--- src/rtl/core/fpad_pkg.sv ---
// Shared types, codes and defaults of the flight phase apogee detector.
`default_nettype none

package fpad_pkg;

    localparam int ALT_WIDTH_DEF  = 24;
    localparam int TIME_WIDTH_DEF = 32;
    localparam int SAMPLES_W      = 8;
    localparam int HOLD_W         = 16;
    localparam int CFG_INDEX_W    = 3;
    localparam int PHASE_W        = 3;

    localparam int LIFTOFF_RESET     = 320;
    localparam int SAMPLES_RESET     = 5;
    localparam int APOGEE_TO_RESET   = 30000;
    localparam int RECORD_TO_RESET   = 300000;
    localparam int RECORD_TO_MIN_W   = 19;
    localparam int ABORT_HOLD_RESET  = 10;
    localparam int LANDED_HOLD_RESET = 10;

    // Register indexes of the configuration port
    localparam logic [CFG_INDEX_W-1:0] CFG_LIFTOFF     = 3'd0;
    localparam logic [CFG_INDEX_W-1:0] CFG_GROUND_REF  = 3'd1;
    localparam logic [CFG_INDEX_W-1:0] CFG_SAMPLES     = 3'd2;
    localparam logic [CFG_INDEX_W-1:0] CFG_APOGEE_TO   = 3'd3;
    localparam logic [CFG_INDEX_W-1:0] CFG_RECORD_TO   = 3'd4;
    localparam logic [CFG_INDEX_W-1:0] CFG_ABORT_HOLD  = 3'd5;
    localparam logic [CFG_INDEX_W-1:0] CFG_LANDED_HOLD = 3'd6;

    // Phase codes as reported on the result channel
    localparam logic [PHASE_W-1:0] PHASE_CODE_GROUND  = 3'd0;
    localparam logic [PHASE_W-1:0] PHASE_CODE_ASCENT  = 3'd1;
    localparam logic [PHASE_W-1:0] PHASE_CODE_DESCENT = 3'd2;
    localparam logic [PHASE_W-1:0] PHASE_CODE_LANDED  = 3'd3;
    localparam logic [PHASE_W-1:0] PHASE_CODE_ABORTED = 3'd4;

    typedef enum logic [4:0] {
        PH_GROUND  = 5'b00001,
        PH_ASCENT  = 5'b00010,
        PH_DESCENT = 5'b00100,
        PH_LANDED  = 5'b01000,
        PH_ABORTED = 5'b10000
    } phase_t;

    function automatic logic [PHASE_W-1:0] phase_code(input phase_t ph);
        logic [PHASE_W-1:0] code;
        unique case (ph)
            PH_GROUND:  code = PHASE_CODE_GROUND;
            PH_ASCENT:  code = PHASE_CODE_ASCENT;
            PH_DESCENT: code = PHASE_CODE_DESCENT;
            PH_LANDED:  code = PHASE_CODE_LANDED;
            PH_ABORTED: code = PHASE_CODE_ABORTED;
            default:    code = PHASE_CODE_GROUND;
        endcase
        return code;
    endfunction

endpackage

`default_nettype wire

--- src/rtl/core/fpad_sample_if.sv ---
// Sample request channel: altitude and timestamp with valid/ready.
`default_nettype none

interface fpad_sample_if #(
    parameter int ALT_W  = fpad_pkg::ALT_WIDTH_DEF,
    parameter int TIME_W = fpad_pkg::TIME_WIDTH_DEF
);
    logic                     valid;
    logic                     ready;
    logic signed [ALT_W-1:0]  altitude;
    logic        [TIME_W-1:0] timestamp;

    modport source (output valid, altitude, timestamp, input ready);
    modport sink   (input valid, altitude, timestamp, output ready);
endinterface

`default_nettype wire

--- src/rtl/core/fpad_result_if.sv ---
// Result channel: phase, altitude change and apogee/touchdown records.
`default_nettype none

interface fpad_result_if #(
    parameter int ALT_W  = fpad_pkg::ALT_WIDTH_DEF,
    parameter int TIME_W = fpad_pkg::TIME_WIDTH_DEF
);
    logic                                valid;
    logic                                ready;
    logic        [fpad_pkg::PHASE_W-1:0] phase;
    logic                                phase_changed;
    logic signed [ALT_W:0]               altitude_change;
    logic signed [ALT_W-1:0]             apogee_altitude;
    logic        [TIME_W-1:0]            apogee_time;
    logic signed [ALT_W-1:0]             touchdown_altitude;
    logic        [TIME_W-1:0]            touchdown_time;

    modport source (output valid, phase, phase_changed, altitude_change, apogee_altitude,
                    apogee_time, touchdown_altitude, touchdown_time, input ready);
    modport sink   (input valid, phase, phase_changed, altitude_change, apogee_altitude,
                    apogee_time, touchdown_altitude, touchdown_time, output ready);
endinterface

`default_nettype wire

--- src/rtl/core/fpad_cfg.sv ---
// Configuration register file with plain write port.
`default_nettype none

module fpad_cfg #(
    parameter int ALT_WIDTH  = fpad_pkg::ALT_WIDTH_DEF,
    parameter int TIME_WIDTH = fpad_pkg::TIME_WIDTH_DEF,
    parameter int CFG_W      = (ALT_WIDTH > TIME_WIDTH) ? ALT_WIDTH : TIME_WIDTH
) (
    input  wire logic                                 clk,
    input  wire logic                                 rst_n,
    input  wire logic                                 cfg_we,
    input  wire logic [fpad_pkg::CFG_INDEX_W-1:0]     cfg_index,
    input  wire logic [CFG_W-1:0]                     cfg_data,
    output logic      [ALT_WIDTH-2:0]                 liftoff_reg,
    output logic signed [ALT_WIDTH-1:0]               ground_ref_reg,
    output logic      [fpad_pkg::SAMPLES_W-1:0]       samples_reg,
    output logic      [TIME_WIDTH-1:0]                apogee_to_reg,
    output logic      [TIME_WIDTH-1:0]                record_to_reg,
    output logic      [fpad_pkg::HOLD_W-1:0]          abort_hold_reg,
    output logic      [fpad_pkg::HOLD_W-1:0]          landed_hold_reg
);
    import fpad_pkg::*;

    // Saturate the recording timeout default when the timer is too narrow for it
    localparam logic [TIME_WIDTH-1:0] RECORD_TO_INIT = (TIME_WIDTH >= RECORD_TO_MIN_W) ?
        TIME_WIDTH'(RECORD_TO_RESET) : {TIME_WIDTH{1'b1}};

    always_ff @(posedge clk or negedge rst_n)
    begin
        if (!rst_n)
        begin
            liftoff_reg     <= (ALT_WIDTH-1)'(LIFTOFF_RESET);
            ground_ref_reg  <= '0;
            samples_reg     <= SAMPLES_W'(SAMPLES_RESET);
            apogee_to_reg   <= TIME_WIDTH'(APOGEE_TO_RESET);
            record_to_reg   <= RECORD_TO_INIT;
            abort_hold_reg  <= HOLD_W'(ABORT_HOLD_RESET);
            landed_hold_reg <= HOLD_W'(LANDED_HOLD_RESET);
        end
        else if (cfg_we)
        begin
            unique case (cfg_index)
                CFG_LIFTOFF:     liftoff_reg     <= cfg_data[ALT_WIDTH-2:0];
                CFG_GROUND_REF:  ground_ref_reg  <= $signed(cfg_data[ALT_WIDTH-1:0]);
                CFG_SAMPLES:     samples_reg     <= cfg_data[SAMPLES_W-1:0];
                CFG_APOGEE_TO:   apogee_to_reg   <= cfg_data[TIME_WIDTH-1:0];
                CFG_RECORD_TO:   record_to_reg   <= cfg_data[TIME_WIDTH-1:0];
                CFG_ABORT_HOLD:  abort_hold_reg  <= cfg_data[HOLD_W-1:0];
                CFG_LANDED_HOLD: landed_hold_reg <= cfg_data[HOLD_W-1:0];
                default:         ;
            endcase
        end
    end

endmodule

`default_nettype wire

--- src/rtl/core/fpad_core.sv ---
// Flight phase state machine with apogee and touchdown records.
`default_nettype none

module fpad_core #(
    parameter int ALT_WIDTH  = fpad_pkg::ALT_WIDTH_DEF,
    parameter int TIME_WIDTH = fpad_pkg::TIME_WIDTH_DEF
) (
    input  wire logic                              clk,
    input  wire logic                              rst_n,
    input  wire logic                              step,
    input  wire logic signed [ALT_WIDTH-1:0]       alt,
    input  wire logic        [TIME_WIDTH-1:0]      ts,
    input  wire logic        [ALT_WIDTH-2:0]       liftoff,
    input  wire logic signed [ALT_WIDTH-1:0]       ground_ref,
    input  wire logic        [fpad_pkg::SAMPLES_W-1:0] samples,
    input  wire logic        [TIME_WIDTH-1:0]      apogee_to,
    input  wire logic        [TIME_WIDTH-1:0]      record_to,
    input  wire logic        [fpad_pkg::HOLD_W-1:0] abort_hold,
    input  wire logic        [fpad_pkg::HOLD_W-1:0] landed_hold,
    output logic             [fpad_pkg::PHASE_W-1:0] res_phase,
    output logic                                   res_changed,
    output logic signed      [ALT_WIDTH:0]         res_change,
    output logic signed      [ALT_WIDTH-1:0]       res_peak_alt,
    output logic             [TIME_WIDTH-1:0]      res_peak_time,
    output logic signed      [ALT_WIDTH-1:0]       res_land_alt,
    output logic             [TIME_WIDTH-1:0]      res_land_time
);
    import fpad_pkg::*;

    phase_t                     phase_reg, phase_next;
    logic [SAMPLES_W-1:0]       fall_cnt_reg, fall_cnt_next;
    logic signed [ALT_WIDTH-1:0] last_alt_reg, last_alt_next;
    logic [TIME_WIDTH-1:0]      launch_time_reg, launch_time_next;
    logic signed [ALT_WIDTH-1:0] ff_alt_reg, ff_alt_next;
    logic [TIME_WIDTH-1:0]      ff_time_reg, ff_time_next;
    logic signed [ALT_WIDTH-1:0] peak_alt_reg, peak_alt_next;
    logic [TIME_WIDTH-1:0]      peak_time_reg, peak_time_next;
    logic signed [ALT_WIDTH-1:0] land_alt_reg, land_alt_next;
    logic [TIME_WIDTH-1:0]      land_time_reg, land_time_next;
    logic [HOLD_W-1:0]          abort_ticks_reg, abort_ticks_next;
    logic [HOLD_W-1:0]          landed_ticks_reg, landed_ticks_next;

    logic [TIME_WIDTH-1:0]      t_since;
    logic [SAMPLES_W-1:0]       n_eff;
    logic signed [ALT_WIDTH:0]  diff_ref;
    logic signed [ALT_WIDTH:0]  diff_last;
    logic                       liftoff_hit;
    logic                       touch_hit;
    logic                       falling;
    logic                       apex;
    logic signed [ALT_WIDTH-1:0] ff_alt_rec;
    logic [TIME_WIDTH-1:0]      ff_time_rec;

    assign t_since   = ts - launch_time_reg;
    assign n_eff     = (samples == '0) ? SAMPLES_W'(1) : samples;
    assign diff_ref  = $signed({alt[ALT_WIDTH-1], alt}) -
                       $signed({ground_ref[ALT_WIDTH-1], ground_ref});
    assign diff_last = $signed({alt[ALT_WIDTH-1], alt}) -
                       $signed({last_alt_reg[ALT_WIDTH-1], last_alt_reg});
    assign liftoff_hit = diff_ref > $signed({2'b00, liftoff});
    assign touch_hit   = alt < $signed({2'b00, liftoff[ALT_WIDTH-2:1]});
    assign falling     = diff_last[ALT_WIDTH];
    // Last falling sample of the countdown confirms apogee
    assign apex        = falling && (fall_cnt_reg == SAMPLES_W'(1));
    // Record the first fall only while the countdown is still full
    assign ff_alt_rec  = (fall_cnt_reg == n_eff) ? alt : ff_alt_reg;
    assign ff_time_rec = (fall_cnt_reg == n_eff) ? t_since : ff_time_reg;

    always_comb
    begin
        phase_next        = phase_reg;
        fall_cnt_next     = fall_cnt_reg;
        last_alt_next     = last_alt_reg;
        launch_time_next  = launch_time_reg;
        ff_alt_next       = ff_alt_reg;
        ff_time_next      = ff_time_reg;
        peak_alt_next     = peak_alt_reg;
        peak_time_next    = peak_time_reg;
        land_alt_next     = land_alt_reg;
        land_time_next    = land_time_reg;
        abort_ticks_next  = abort_ticks_reg;
        landed_ticks_next = landed_ticks_reg;
        res_change        = diff_ref;

        unique case (phase_reg)
            PH_GROUND:
            begin
                if (liftoff_hit)
                begin
                    launch_time_next = ts;
                    last_alt_next    = alt;
                    fall_cnt_next    = n_eff;
                    ff_alt_next      = '0;
                    ff_time_next     = '0;
                    peak_alt_next    = '0;
                    peak_time_next   = '0;
                    land_alt_next    = '0;
                    land_time_next   = '0;
                    phase_next       = PH_ASCENT;
                end
            end
            PH_ASCENT:
            begin
                res_change    = diff_last;
                last_alt_next = alt;
                if (falling)
                begin
                    ff_alt_next   = ff_alt_rec;
                    ff_time_next  = ff_time_rec;
                    fall_cnt_next = fall_cnt_reg - SAMPLES_W'(1);
                    if (apex)
                    begin
                        peak_alt_next  = ff_alt_rec;
                        peak_time_next = ff_time_rec;
                        phase_next     = PH_DESCENT;
                    end
                end
                else if (fall_cnt_reg < n_eff)
                begin
                    ff_alt_next   = '0;
                    ff_time_next  = '0;
                    fall_cnt_next = n_eff;
                end
                if (!apex && (t_since > apogee_to || t_since > record_to))
                begin
                    abort_ticks_next = '0;
                    phase_next       = PH_ABORTED;
                end
            end
            PH_DESCENT:
            begin
                res_change    = diff_last;
                last_alt_next = alt;
                if (t_since > record_to)
                begin
                    abort_ticks_next = '0;
                    phase_next       = PH_ABORTED;
                end
                else if (touch_hit)
                begin
                    land_alt_next  = alt;
                    land_time_next = t_since;
                    phase_next     = PH_LANDED;
                end
            end
            PH_LANDED:
            begin
                if (landed_ticks_reg > landed_hold || landed_ticks_reg == '1)
                begin
                    abort_ticks_next  = '0;
                    landed_ticks_next = '0;
                    phase_next        = PH_GROUND;
                end
                else
                begin
                    landed_ticks_next = landed_ticks_reg + HOLD_W'(1);
                end
            end
            PH_ABORTED:
            begin
                if (abort_ticks_reg > abort_hold || abort_ticks_reg == '1)
                    phase_next = PH_GROUND;
                else
                    abort_ticks_next = abort_ticks_reg + HOLD_W'(1);
            end
            default:
            begin
                phase_next = PH_GROUND;
            end
        endcase
    end

    assign res_phase     = phase_code(phase_next);
    assign res_changed   = (phase_next != phase_reg);
    assign res_peak_alt  = peak_alt_next;
    assign res_peak_time = peak_time_next;
    assign res_land_alt  = land_alt_next;
    assign res_land_time = land_time_next;

    always_ff @(posedge clk or negedge rst_n)
    begin
        if (!rst_n)
        begin
            phase_reg        <= PH_GROUND;
            fall_cnt_reg     <= SAMPLES_W'(SAMPLES_RESET);
            last_alt_reg     <= '0;
            launch_time_reg  <= '0;
            ff_alt_reg       <= '0;
            ff_time_reg      <= '0;
            peak_alt_reg     <= '0;
            peak_time_reg    <= '0;
            land_alt_reg     <= '0;
            land_time_reg    <= '0;
            abort_ticks_reg  <= '0;
            landed_ticks_reg <= '0;
        end
        else if (step)
        begin
            phase_reg        <= phase_next;
            fall_cnt_reg     <= fall_cnt_next;
            last_alt_reg     <= last_alt_next;
            launch_time_reg  <= launch_time_next;
            ff_alt_reg       <= ff_alt_next;
            ff_time_reg      <= ff_time_next;
            peak_alt_reg     <= peak_alt_next;
            peak_time_reg    <= peak_time_next;
            land_alt_reg     <= land_alt_next;
            land_time_reg    <= land_time_next;
            abort_ticks_reg  <= abort_ticks_next;
            landed_ticks_reg <= landed_ticks_next;
        end
    end

    // Ascent always has at least one falling sample left to confirm apogee
    a_ascent_count: assert property (@(posedge clk) disable iff (!rst_n)
        phase_reg == PH_ASCENT |-> fall_cnt_reg != '0)
        else $error("fall countdown empty during ascent");

    // The landed counter only runs while landed
    a_landed_ticks: assert property (@(posedge clk) disable iff (!rst_n)
        phase_reg != PH_LANDED |-> landed_ticks_reg == '0)
        else $error("landed tick counter nonzero outside landed phase");

    // Liftoff stamps the launch time with the sample time
    a_launch_stamp: assert property (@(posedge clk) disable iff (!rst_n)
        (step && phase_reg == PH_GROUND && liftoff_hit) |=>
        (phase_reg == PH_ASCENT && launch_time_reg == $past(ts)))
        else $error("liftoff did not stamp launch time");

endmodule

`default_nettype wire

--- src/rtl/core/flight_phase_apogee_detector.sv ---
// Flight phase and apogee detector: input stage, phase core and result stage.
// A request accepted into the input register passes through the phase logic into the
// result register, and only then can its result handshake come.
// Throughput: one request per cycle, set by the input register feeding the
// phase logic and the result register; a stalled result holds both stages.
// Reset: phase returns to ground, records and tick counters clear, the fall
// countdown and the configuration registers take their default values.
`default_nettype none

module flight_phase_apogee_detector #(
    parameter int ALT_WIDTH  = fpad_pkg::ALT_WIDTH_DEF,
    parameter int TIME_WIDTH = fpad_pkg::TIME_WIDTH_DEF,
    parameter int CFG_W      = (ALT_WIDTH > TIME_WIDTH) ? ALT_WIDTH : TIME_WIDTH
) (
    input  wire logic                             clk,
    input  wire logic                             rst_n,
    fpad_sample_if.sink                           sample,
    fpad_result_if.source                         result,
    input  wire logic                             cfg_we,
    input  wire logic [fpad_pkg::CFG_INDEX_W-1:0] cfg_index,
    input  wire logic [CFG_W-1:0]                 cfg_data
);
    import fpad_pkg::*;

    logic                        s1_valid_reg;
    logic signed [ALT_WIDTH-1:0] s1_alt_reg;
    logic [TIME_WIDTH-1:0]       s1_ts_reg;
    logic                        out_valid_reg;
    logic [PHASE_W-1:0]          out_phase_reg;
    logic                        out_changed_reg;
    logic signed [ALT_WIDTH:0]   out_change_reg;
    logic signed [ALT_WIDTH-1:0] out_peak_alt_reg;
    logic [TIME_WIDTH-1:0]       out_peak_time_reg;
    logic signed [ALT_WIDTH-1:0] out_land_alt_reg;
    logic [TIME_WIDTH-1:0]       out_land_time_reg;

    logic                        advance;
    logic                        step;

    logic [ALT_WIDTH-2:0]        liftoff;
    logic signed [ALT_WIDTH-1:0] ground_ref;
    logic [SAMPLES_W-1:0]        samples;
    logic [TIME_WIDTH-1:0]       apogee_to;
    logic [TIME_WIDTH-1:0]       record_to;
    logic [HOLD_W-1:0]           abort_hold;
    logic [HOLD_W-1:0]           landed_hold;

    logic [PHASE_W-1:0]          res_phase;
    logic                        res_changed;
    logic signed [ALT_WIDTH:0]   res_change;
    logic signed [ALT_WIDTH-1:0] res_peak_alt;
    logic [TIME_WIDTH-1:0]       res_peak_time;
    logic signed [ALT_WIDTH-1:0] res_land_alt;
    logic [TIME_WIDTH-1:0]       res_land_time;

    // Advance whenever the result register is free or being drained
    assign advance      = !out_valid_reg || result.ready;
    assign step         = s1_valid_reg && advance;
    assign sample.ready = !s1_valid_reg || advance;

    fpad_cfg #(
        .ALT_WIDTH  (ALT_WIDTH),
        .TIME_WIDTH (TIME_WIDTH),
        .CFG_W      (CFG_W)
    ) u_cfg (
        .clk             (clk),
        .rst_n           (rst_n),
        .cfg_we          (cfg_we),
        .cfg_index       (cfg_index),
        .cfg_data        (cfg_data),
        .liftoff_reg     (liftoff),
        .ground_ref_reg  (ground_ref),
        .samples_reg     (samples),
        .apogee_to_reg   (apogee_to),
        .record_to_reg   (record_to),
        .abort_hold_reg  (abort_hold),
        .landed_hold_reg (landed_hold)
    );

    fpad_core #(
        .ALT_WIDTH  (ALT_WIDTH),
        .TIME_WIDTH (TIME_WIDTH)
    ) u_core (
        .clk           (clk),
        .rst_n         (rst_n),
        .step          (step),
        .alt           (s1_alt_reg),
        .ts            (s1_ts_reg),
        .liftoff       (liftoff),
        .ground_ref    (ground_ref),
        .samples       (samples),
        .apogee_to     (apogee_to),
        .record_to     (record_to),
        .abort_hold    (abort_hold),
        .landed_hold   (landed_hold),
        .res_phase     (res_phase),
        .res_changed   (res_changed),
        .res_change    (res_change),
        .res_peak_alt  (res_peak_alt),
        .res_peak_time (res_peak_time),
        .res_land_alt  (res_land_alt),
        .res_land_time (res_land_time)
    );

    always_ff @(posedge clk or negedge rst_n)
    begin
        if (!rst_n)
        begin
            s1_valid_reg  <= 1'b0;
            out_valid_reg <= 1'b0;
        end
        else
        begin
            if (sample.valid && sample.ready)
                s1_valid_reg <= 1'b1;
            else if (advance)
                s1_valid_reg <= 1'b0;
            if (advance)
                out_valid_reg <= s1_valid_reg;
        end
    end

    always_ff @(posedge clk)
    begin
        if (sample.valid && sample.ready)
        begin
            s1_alt_reg <= sample.altitude;
            s1_ts_reg  <= sample.timestamp;
        end
        if (step)
        begin
            out_phase_reg     <= res_phase;
            out_changed_reg   <= res_changed;
            out_change_reg    <= res_change;
            out_peak_alt_reg  <= res_peak_alt;
            out_peak_time_reg <= res_peak_time;
            out_land_alt_reg  <= res_land_alt;
            out_land_time_reg <= res_land_time;
        end
    end

    assign result.valid              = out_valid_reg;
    assign result.phase              = out_phase_reg;
    assign result.phase_changed      = out_changed_reg;
    assign result.altitude_change    = out_change_reg;
    assign result.apogee_altitude    = out_peak_alt_reg;
    assign result.apogee_time        = out_peak_time_reg;
    assign result.touchdown_altitude = out_land_alt_reg;
    assign result.touchdown_time     = out_land_time_reg;

    // An empty input stage always takes a request
    a_empty_ready: assert property (@(posedge clk) disable iff (!rst_n)
        !s1_valid_reg |-> sample.ready)
        else $error("input stage empty but request refused");

    // A stalled result keeps the pending request in the input stage
    a_stall_hold: assert property (@(posedge clk) disable iff (!rst_n)
        (s1_valid_reg && out_valid_reg && !result.ready) |=> s1_valid_reg)
        else $error("pending request lost during result stall");

    // A request that reaches the core produces a result on the next edge
    a_step_result: assert property (@(posedge clk) disable iff (!rst_n)
        step |=> out_valid_reg)
        else $error("processed request produced no result");

endmodule

`default_nettype wire
--- src/flat_wrapper.sv ---
// flat-port wrapper written by rule: the top's interface ports become plain ports
module flight_phase_apogee_detector_flat import fpad_pkg::*;
#(
    parameter int ALT_WIDTH  = fpad_pkg::ALT_WIDTH_DEF,
    parameter int TIME_WIDTH = fpad_pkg::TIME_WIDTH_DEF,
    parameter int CFG_W      = (ALT_WIDTH > TIME_WIDTH) ? ALT_WIDTH : TIME_WIDTH
)
  (clk, rst_n, cfg_we, cfg_index, cfg_data, sample_valid, sample_altitude, sample_timestamp, sample_ready, result_valid, result_phase, result_phase_changed, result_altitude_change, result_apogee_altitude, result_apogee_time, result_touchdown_altitude, result_touchdown_time, result_ready);
  fpad_sample_if sample_i ();
  fpad_result_if result_i ();
  input  wire logic clk;
  input  wire logic rst_n;
  input  wire logic cfg_we;
  input  wire logic [fpad_pkg::CFG_INDEX_W-1:0] cfg_index;
  input  wire logic [CFG_W-1:0] cfg_data;
  input wire logic [$bits(sample_i.valid)-1:0] sample_valid;
  input wire logic [$bits(sample_i.altitude)-1:0] sample_altitude;
  input wire logic [$bits(sample_i.timestamp)-1:0] sample_timestamp;
  output wire logic [$bits(sample_i.ready)-1:0] sample_ready;
  output wire logic [$bits(result_i.valid)-1:0] result_valid;
  output wire logic [$bits(result_i.phase)-1:0] result_phase;
  output wire logic [$bits(result_i.phase_changed)-1:0] result_phase_changed;
  output wire logic [$bits(result_i.altitude_change)-1:0] result_altitude_change;
  output wire logic [$bits(result_i.apogee_altitude)-1:0] result_apogee_altitude;
  output wire logic [$bits(result_i.apogee_time)-1:0] result_apogee_time;
  output wire logic [$bits(result_i.touchdown_altitude)-1:0] result_touchdown_altitude;
  output wire logic [$bits(result_i.touchdown_time)-1:0] result_touchdown_time;
  input wire logic [$bits(result_i.ready)-1:0] result_ready;
  assign sample_i.valid = sample_valid;
  assign sample_i.altitude = sample_altitude;
  assign sample_i.timestamp = sample_timestamp;
  assign sample_ready = sample_i.ready;
  assign result_valid = result_i.valid;
  assign result_phase = result_i.phase;
  assign result_phase_changed = result_i.phase_changed;
  assign result_altitude_change = result_i.altitude_change;
  assign result_apogee_altitude = result_i.apogee_altitude;
  assign result_apogee_time = result_i.apogee_time;
  assign result_touchdown_altitude = result_i.touchdown_altitude;
  assign result_touchdown_time = result_i.touchdown_time;
  assign result_i.ready = result_ready;
  flight_phase_apogee_detector #(.ALT_WIDTH(ALT_WIDTH), .TIME_WIDTH(TIME_WIDTH), .CFG_W(CFG_W)) u_core (.clk(clk), .rst_n(rst_n), .sample(sample_i), .result(result_i), .cfg_we(cfg_we), .cfg_index(cfg_index), .cfg_data(cfg_data));
endmodule
--- config.mk ---
export PLATFORM = sky130hd
export DESIGN_NAME = flight_phase_apogee_detector_flat
export DESIGN_NICKNAME = d
export VERILOG_FILES = /design/src/rtl/core/fpad_pkg.sv /design/src/rtl/core/fpad_sample_if.sv /design/src/rtl/core/fpad_result_if.sv /design/src/rtl/core/fpad_cfg.sv /design/src/rtl/core/fpad_core.sv /design/src/rtl/core/flight_phase_apogee_detector.sv /design/src/flat_wrapper.sv
export SDC_FILE = /design/constraint.sdc
export NUM_CORES = 1
export LEC_CHECK = 0
export BUFFER_PORTS_ARGS = -buffer_cell sky130_fd_sc_hd__buf_2
export CAP_MARGIN = 20
export CORE_MARGIN = 5
export CORE_UTILIZATION = 65
export CTS_CLUSTER_SIZE = 20
export DETAILED_ROUTE_END_ITERATION = 12
export PLACE_DENSITY_LB_ADDON = 0.25
export SETUP_SLACK_MARGIN = 0.02
export SLEW_MARGIN = 5
export SYNTH_ARGS = -nofsm -noshare
export SYNTH_HDL_FRONTEND = slang
export SYNTH_SLANG_ARGS = --single-unit
--- constraint.sdc ---
create_clock -name clk -period 11.47 [get_ports clk]
set_clock_uncertainty 0.2 [all_clocks]
set_input_delay 1.147 -clock clk [delete_from_list [all_inputs] [get_ports clk]]
set_output_delay 1.147 -clock clk [all_outputs]
set_load 0.01 [all_outputs]
# --- Yosys cells after proc, flatten, opt, wreduce, memory -nomap -nowiden ---
# Index checks and enable logic that the tools add are counted.
totals:
  regBits: 619
  input_bits: 96
  out_inout_bits: 143
  elab_cells: 152
classes:
  addsub: 6
  magnitude_cmp: 7
  eq_ne: 26
  muxes: 52
  n_reduce_logical: 31
ops:
  columns: ["operator", "n"]
  rows:
  - ["$mux W32", 10]
  - ["$mux W24", 11]
  - ["$pmux W24 S2", 4]
  - ["$pmux W32 S2", 3]
  - ["$mux W16", 5]
  - ["$gt A32 B32 Y1", 2]
  - ["$pmux W16 S4", 1]
  - ["$sub A24 B24 Y25", 2]
  - ["$mux W5", 8]
  - ["$add A16 B1 Y16 const B", 2]
  - ["$eq A16 B16 Y1 const B", 2]
  - ["$gt A16 B16 Y1", 2]
  - ["$mux W8", 4]
  - ["$sub A32 B32 Y32", 1]
  - ["$gt A25 B24 Y1", 1]
  - ["$mux W25", 1]
  - ["$pmux W5 S5", 1]
  - ["$lt A24 B23 Y1", 1]
  - ["$pmux W8 S2", 1]
  - ["$reduce_and A2 Y1", 8]
  - ["$pmux W3 S4", 1]
  - ["$eq A5 B2 Y1 const B", 2]
  - ["$eq A5 B3 Y1 const B", 2]
  - ["$eq A5 B4 Y1 const B", 2]
  - ["other kinds (24)", 45]

# --- Logic depth before layout (Yosys ltp) ---
logic_depth:
  word_depth: 8
  depth_mapped: 26
  ltp_nobuf: 23

# --- By module ---
# A second synthesis with hierarchy kept.
hier_totals:
  hier_cells: 2799
  area_unflattened_um2: 32073.3
by_module_without_submodules:
  columns: ["module", "instances", "cells_each", "area_per_inst_um2"]
  rows:
  - ["fpad_core", 1, 2269, 20314.5]
  - ["flight_phase_apogee_detector", 1, 205, 6019.5]
  - ["fpad_cfg", 1, 325, 5739.3]

# --- Least setup slack after synthesis ---
# No wires, ideal clock.
synth_path:
  path_kind: "input to register"
  from: "in result_ready"
  to: "reg u_core.u_core.phase_reg[4]"
  setup_ns: 0.337
  t_arrival_ns: 6.178
  required_ns: 10.933
  slack_ns: 4.754
  cell_stages: 6
  path_cell_list: "nand2b_1 > nand2_1 > inv_1 > clkbuf_1 > clkbuf_1 > a31oi_1"
synth_via:
  elab_chain_cells: 2
synth_rtl:
  columns: ["element", "line", "text"]
  rows:
  - ["start: declaration", "flat_wrapper.sv:28", "input wire logic [$bits(result_i.ready)-1:0] result_ready;"]
  - ["$logic_or A1 B1 Y1", "flight_phase_apogee_detector.sv:57", "assign advance = !out_valid_reg || result.ready;"]
  - ["$logic_and A1 B1 Y1", "flight_phase_apogee_detector.sv:58", "assign step = s1_valid_reg && advance;"]
  - ["named net u_core.step", "flight_phase_apogee_detector.sv:38", "logic step;"]
  - ["end signal: assignment", "fpad_core.sv:199", "phase_reg <= phase_next;"]
  - ["end: declaration", "fpad_core.sv:30", "phase_t phase_reg, phase_next;"]
# The timed path passes the listed nets, and every way through them passes these cells.
# A chain may end at the register's enable or synchronous reset.

# --- Worst setup path in the final report ---
layout_path:
  from: "reg u_core.s1_ts_reg[8]"
  to: "reg u_core.out_land_time_reg[2] (netlist: u_core.result.touchdown_time[2]), data pin"
layout_via:
  elab_chain_cells: 4
layout_rtl:
  columns: ["element", "line", "text"]
  rows:
  - ["start: declaration", "flight_phase_apogee_detector.sv:27", "logic [TIME_WIDTH-1:0] s1_ts_reg;"]
  - ["start signal: assignment", "flight_phase_apogee_detector.sv:128", "s1_ts_reg <= sample.timestamp;"]
  - ["$sub A32 B32 Y32", "fpad_core.sv:54", "assign t_since = ts - launch_time_reg;"]
  - ["$gt A32 B32 Y1", "fpad_core.sv:134", "if (t_since > record_to)"]
  - ["$mux W32", "fpad_core.sv:134", null]
  - ["$pmux W32 S2", "fpad_core.sv:85", "unique case (phase_reg)"]
  - ["named net u_core.res_land_time[2]", "flight_phase_apogee_detector.sv:54", "logic [TIME_WIDTH-1:0] res_land_time;"]
  - ["end signal: assignment", "flight_phase_apogee_detector.sv:138", "out_land_time_reg <= res_land_time;"]
  - ["end: declaration", "flight_phase_apogee_detector.sv:35", "logic [TIME_WIDTH-1:0] out_land_time_reg;"]
# The timed path passes the listed nets, and every way through them passes these cells.

==> metrics.txt <==
result of the run complete, no violations; die extent in x 233 microns; number of placed I/O pins 239; Core Footprint 0.0491 sq mm; layout filler cell count 3,369; source of the worst hold timing path u_core.s1_ts_reg[29]; headroom to the max-slew limit 0.272; startpoint of the most critical register-to-register path u_core.s1_ts_reg[8]; share of power burned in combinational logic 0.423; share of power burned in the clock network 0.257; setup tns final 0 ns; Switching Power 0.00344 W; clock tree root buffer cell clkbuf_16; DR WL/cell 23.9 microns; Initial Utilization 0.658; routed vias/inst 6.46; FF+latch count, synth 619; classification of the worst-slack hold path reg2reg; cell area after synthesis 0.0323 sq mm; leakage component of the power 16.8 nW; proportion of synthesized flip-flops having asynchronous set or reset 0.682; layout overhead on the synthesized area 13.2%; deepest level of the CTS H-tree 3; total track usage 0.343; maximum number of buffers from clock root to sink 3; Setup crit end kind flop; area of the multi-input gates 0.0143 sq mm; commonest cells after routing, fill and taps aside 396 x dfrtp_1, 276 x nand2_1, 247 x inv_1; Synthesized Nets 3,290; gpl congestion 0.944; final cycle utilization of the critical path 0.610; Clock Latency Late Sink 0.63 ns; fraction of power spent switching nets 0.392; warning count from the yosys run 0; Setup CP Type reg2reg; fraction of the yosys area taken by sequential cells 0.511; largest net degree at the start of global routing 171; Die Outline Area 0.0542 sq mm; # nets final 3,521; maximum clock rate 143 MHz; Slew Viols, Final 0; P_int 0.00534 W; worst vdd ir 0.000193 V; most frequent standard cell in the layout excluding fill and tap cells dfrtp_1; total iterations of the first detailed-routing run 6; Placed Area 0.0342 sq mm; final worst hold slack 0.280 ns; Final setup violation count 0; RSZ-0062 raised after global routing no; crit path max fanout 59; placement row count 81; critical-path cell with the highest stage delay buf_4; slew at the pin closest to its max-slew limit 1.09 ns; crit-path cells ha_1, a21oi_1, a21oi_1, or3b_2, a32oi_1, a21boi_0, o21ai_0, nor2b_1, xnor2_1, ha_1, a21o_1, a21oi_1, nor2b_1, a2111o_1, a2111oi_2, o21ai_1, nor2_4, buf_4, a21oi_4, buf_4, a22o_1; shortest period the worst path allows 7.00 ns; max-cap check violation count 0; drt first-iter violations 2,919; crit start category flop; via count of the first global-routing pass 25,200; Resized Gates After CTS 0; Die Ht 233 microns; global route total overflow 0; number of design rule violations left after detail routing 0; clock tree from TritonCTS yes; share of post-route cells with drive strength above 1 0.174; Reg power frac 0.320; DR vias 25,300; total wire length 93,300 microns; CTS Buf Count 66; post-synthesis cell count 2,960; data arrival at the endpoint of the critical path 7.15 ns; synthesized area per cell 10.9 sq um; count of buffers from port buffering 238; final hold violations 0; wire length of the first global-routing pass 144,000 microns; first element of the critical path u_core.s1_ts_reg[8]; post-route antenna net violation count 0; Crit path largest cell delay 0.59 ns; required time of the critical path 11.62 ns; design area 0.0366 sq mm; CTS sink count 619; cell type with the highest occurrence count on the critical path a21oi_1; Post-CTS Setup Inserts 0; Synth cell types 94; HPWL Detailed 64,300 microns; clk slew on worst S/H paths 0.06 ns; most instantiated flip-flop cell in the synthesis netlist dfrtp_1; number of flops mapped to enable cells by yosys 197; Post-CTS Hold Buffers 0; Cell Pwr Density 240 mW/mm^2; footprint of the flip-flops and latches 0.0165 sq mm; initial antenna violation count 4
## critical path: cells and delay by family, from the launching register on
family / cells / cell delay (ns)
AO/OA/AOI/OAI: 12 / 3.04
AND/OR/NAND/NOR: 4 / 1.00
buffers and inverters: 2 / 0.94
adder cells (fa/ha/maj): 2 / 0.74
flip-flops: 1 / 0.39
XOR/XNOR: 1 / 0.36
## cell usage after synthesis (6+ instances only)
| cell type | instances | area share |
|---|---|---|
| a211oi_1 | 12 | 0.0028 |
| a21o_1 | 100 | 0.023 |
| a21oi_1 | 151 | 0.023 |
| a221oi_1 | 6 | 0.0016 |
| a22o_1 | 223 | 0.060 |
| a31oi_1 | 14 | 0.0027 |
| and2_1 | 6 | 0.0012 |
| and3_1 | 21 | 0.0041 |
| buf_2 | 25 | 0.0039 |
| buf_4 | 11 | 0.0026 |
| buf_6 | 6 | 0.0021 |
| clkbuf_1 | 87 | 0.010 |
| dfrtp_1 | 396 | 0.31 |
| dfstp_2 | 26 | 0.021 |
| edfxtp_1 | 197 | 0.18 |
| ha_1 | 231 | 0.089 |
| inv_1 | 248 | 0.029 |
| mux2_1 | 6 | 0.0021 |
| mux2_2 | 97 | 0.034 |
| mux2i_1 | 15 | 0.0046 |
| nand2_1 | 276 | 0.032 |
| nand2b_1 | 19 | 0.0037 |
| nand3_1 | 43 | 0.0067 |
| nand4_1 | 44 | 0.0085 |
| nand4b_1 | 7 | 0.0019 |
| nor2_1 | 113 | 0.013 |
| nor2b_1 | 23 | 0.0045 |
| nor3_1 | 33 | 0.0051 |
| nor3b_1 | 10 | 0.0023 |
| nor4_1 | 9 | 0.0017 |
| o211ai_1 | 21 | 0.0049 |
| o21a_1 | 19 | 0.0044 |
| o21ai_0 | 199 | 0.031 |
| o21bai_1 | 9 | 0.0021 |
| o22ai_1 | 9 | 0.0017 |
| o2bb2ai_1 | 23 | 0.0062 |
| o31ai_1 | 27 | 0.0063 |
| o41ai_1 | 6 | 0.0016 |
| or3_1 | 14 | 0.0027 |
| xnor2_1 | 38 | 0.010 |
| xor2_1 | 30 | 0.0081 |
## power groups by stage
| stage | sequential, W | combinational, W | clock, W |
|---|---|---|---|
| 2_1_floorplan | 0.00282 | 0.00237 | 0 |
| 3_3_place_gp | 0.00283 | 0.00349 | 0 |
| 3_5_place_dp | 0.00284 | 0.00360 | 0 |
| 4_1_cts | 0.00281 | 0.00364 | 0.00228 |
| 5_1_grt | 0.00284 | 0.00405 | 0.00237 |
| 6_report | 0.00281 | 0.00371 | 0.00226 |
## path summary, 6_finish.rpt
kind | to | slack, ns | cells past startpoint
worst max-delay path | u_core.result.touchdown_time[2] | 4.47 | 21
worst min-delay path | u_core.u_core.launch_time_reg[29] | 0.28 | 2
worst max register to register | u_core.result.touchdown_time[2] | 4.47 | 21
worst min register to register | u_core.u_core.launch_time_reg[29] | 0.28 | 2
max in group asynchronous | u_core.u_cfg.record_to_reg[26] | 9.07 | 2
min in group asynchronous | u_core.u_core.last_alt_reg[3] | 0.38 | 1
## metal layers
metal	global-route usage	part of all wire	up-vias
li1	-	-	11300
met1	0.478	0.41	12500
met2	0.539	0.46	1275
met3	0.0631	0.083	237
met4	0.134	0.043	2
met5	0	0.00014	-
## per-stage QoR
stage,power (W),setup WS (ns),cells,util
final,0.00878,4.47,3911,0.745
after global routing,0.00926,4.11,3911,0.745
after CTS,0.00872,3.97,3907,0.745
after detailed placement,0.00644,4.03,3785,0.698
after global placement,0.00632,4.42,3785,0.698
after floorplan,0.00520,4.75,2960,-
## cell families after synthesis
kind of cell / synth area share
fa+ha+maj: 0.0914
buf+inv: 0.0481
mux: 0.0406
flops: 0.511
xor+xnor: 0.0184
simple gates: 0.0948
compound gates: 0.196
## cell type report
| cell class | count | share of cell area |
|---|---|---|
| tap | 664 | 0.0227 |
| inverter | 248 | 0.0256 |
| timing repair buffer | 297 | 0.0455 |
| multi-input combinational | 1959 | 0.391 |
| antenna | 2 | 0.000137 |
| sequential | 619 | 0.452 |
| clock buffer | 92 | 0.0518 |
| clock inverter | 30 | 0.0111 |
Note: power is estimated with default switching activity, not from simulation.
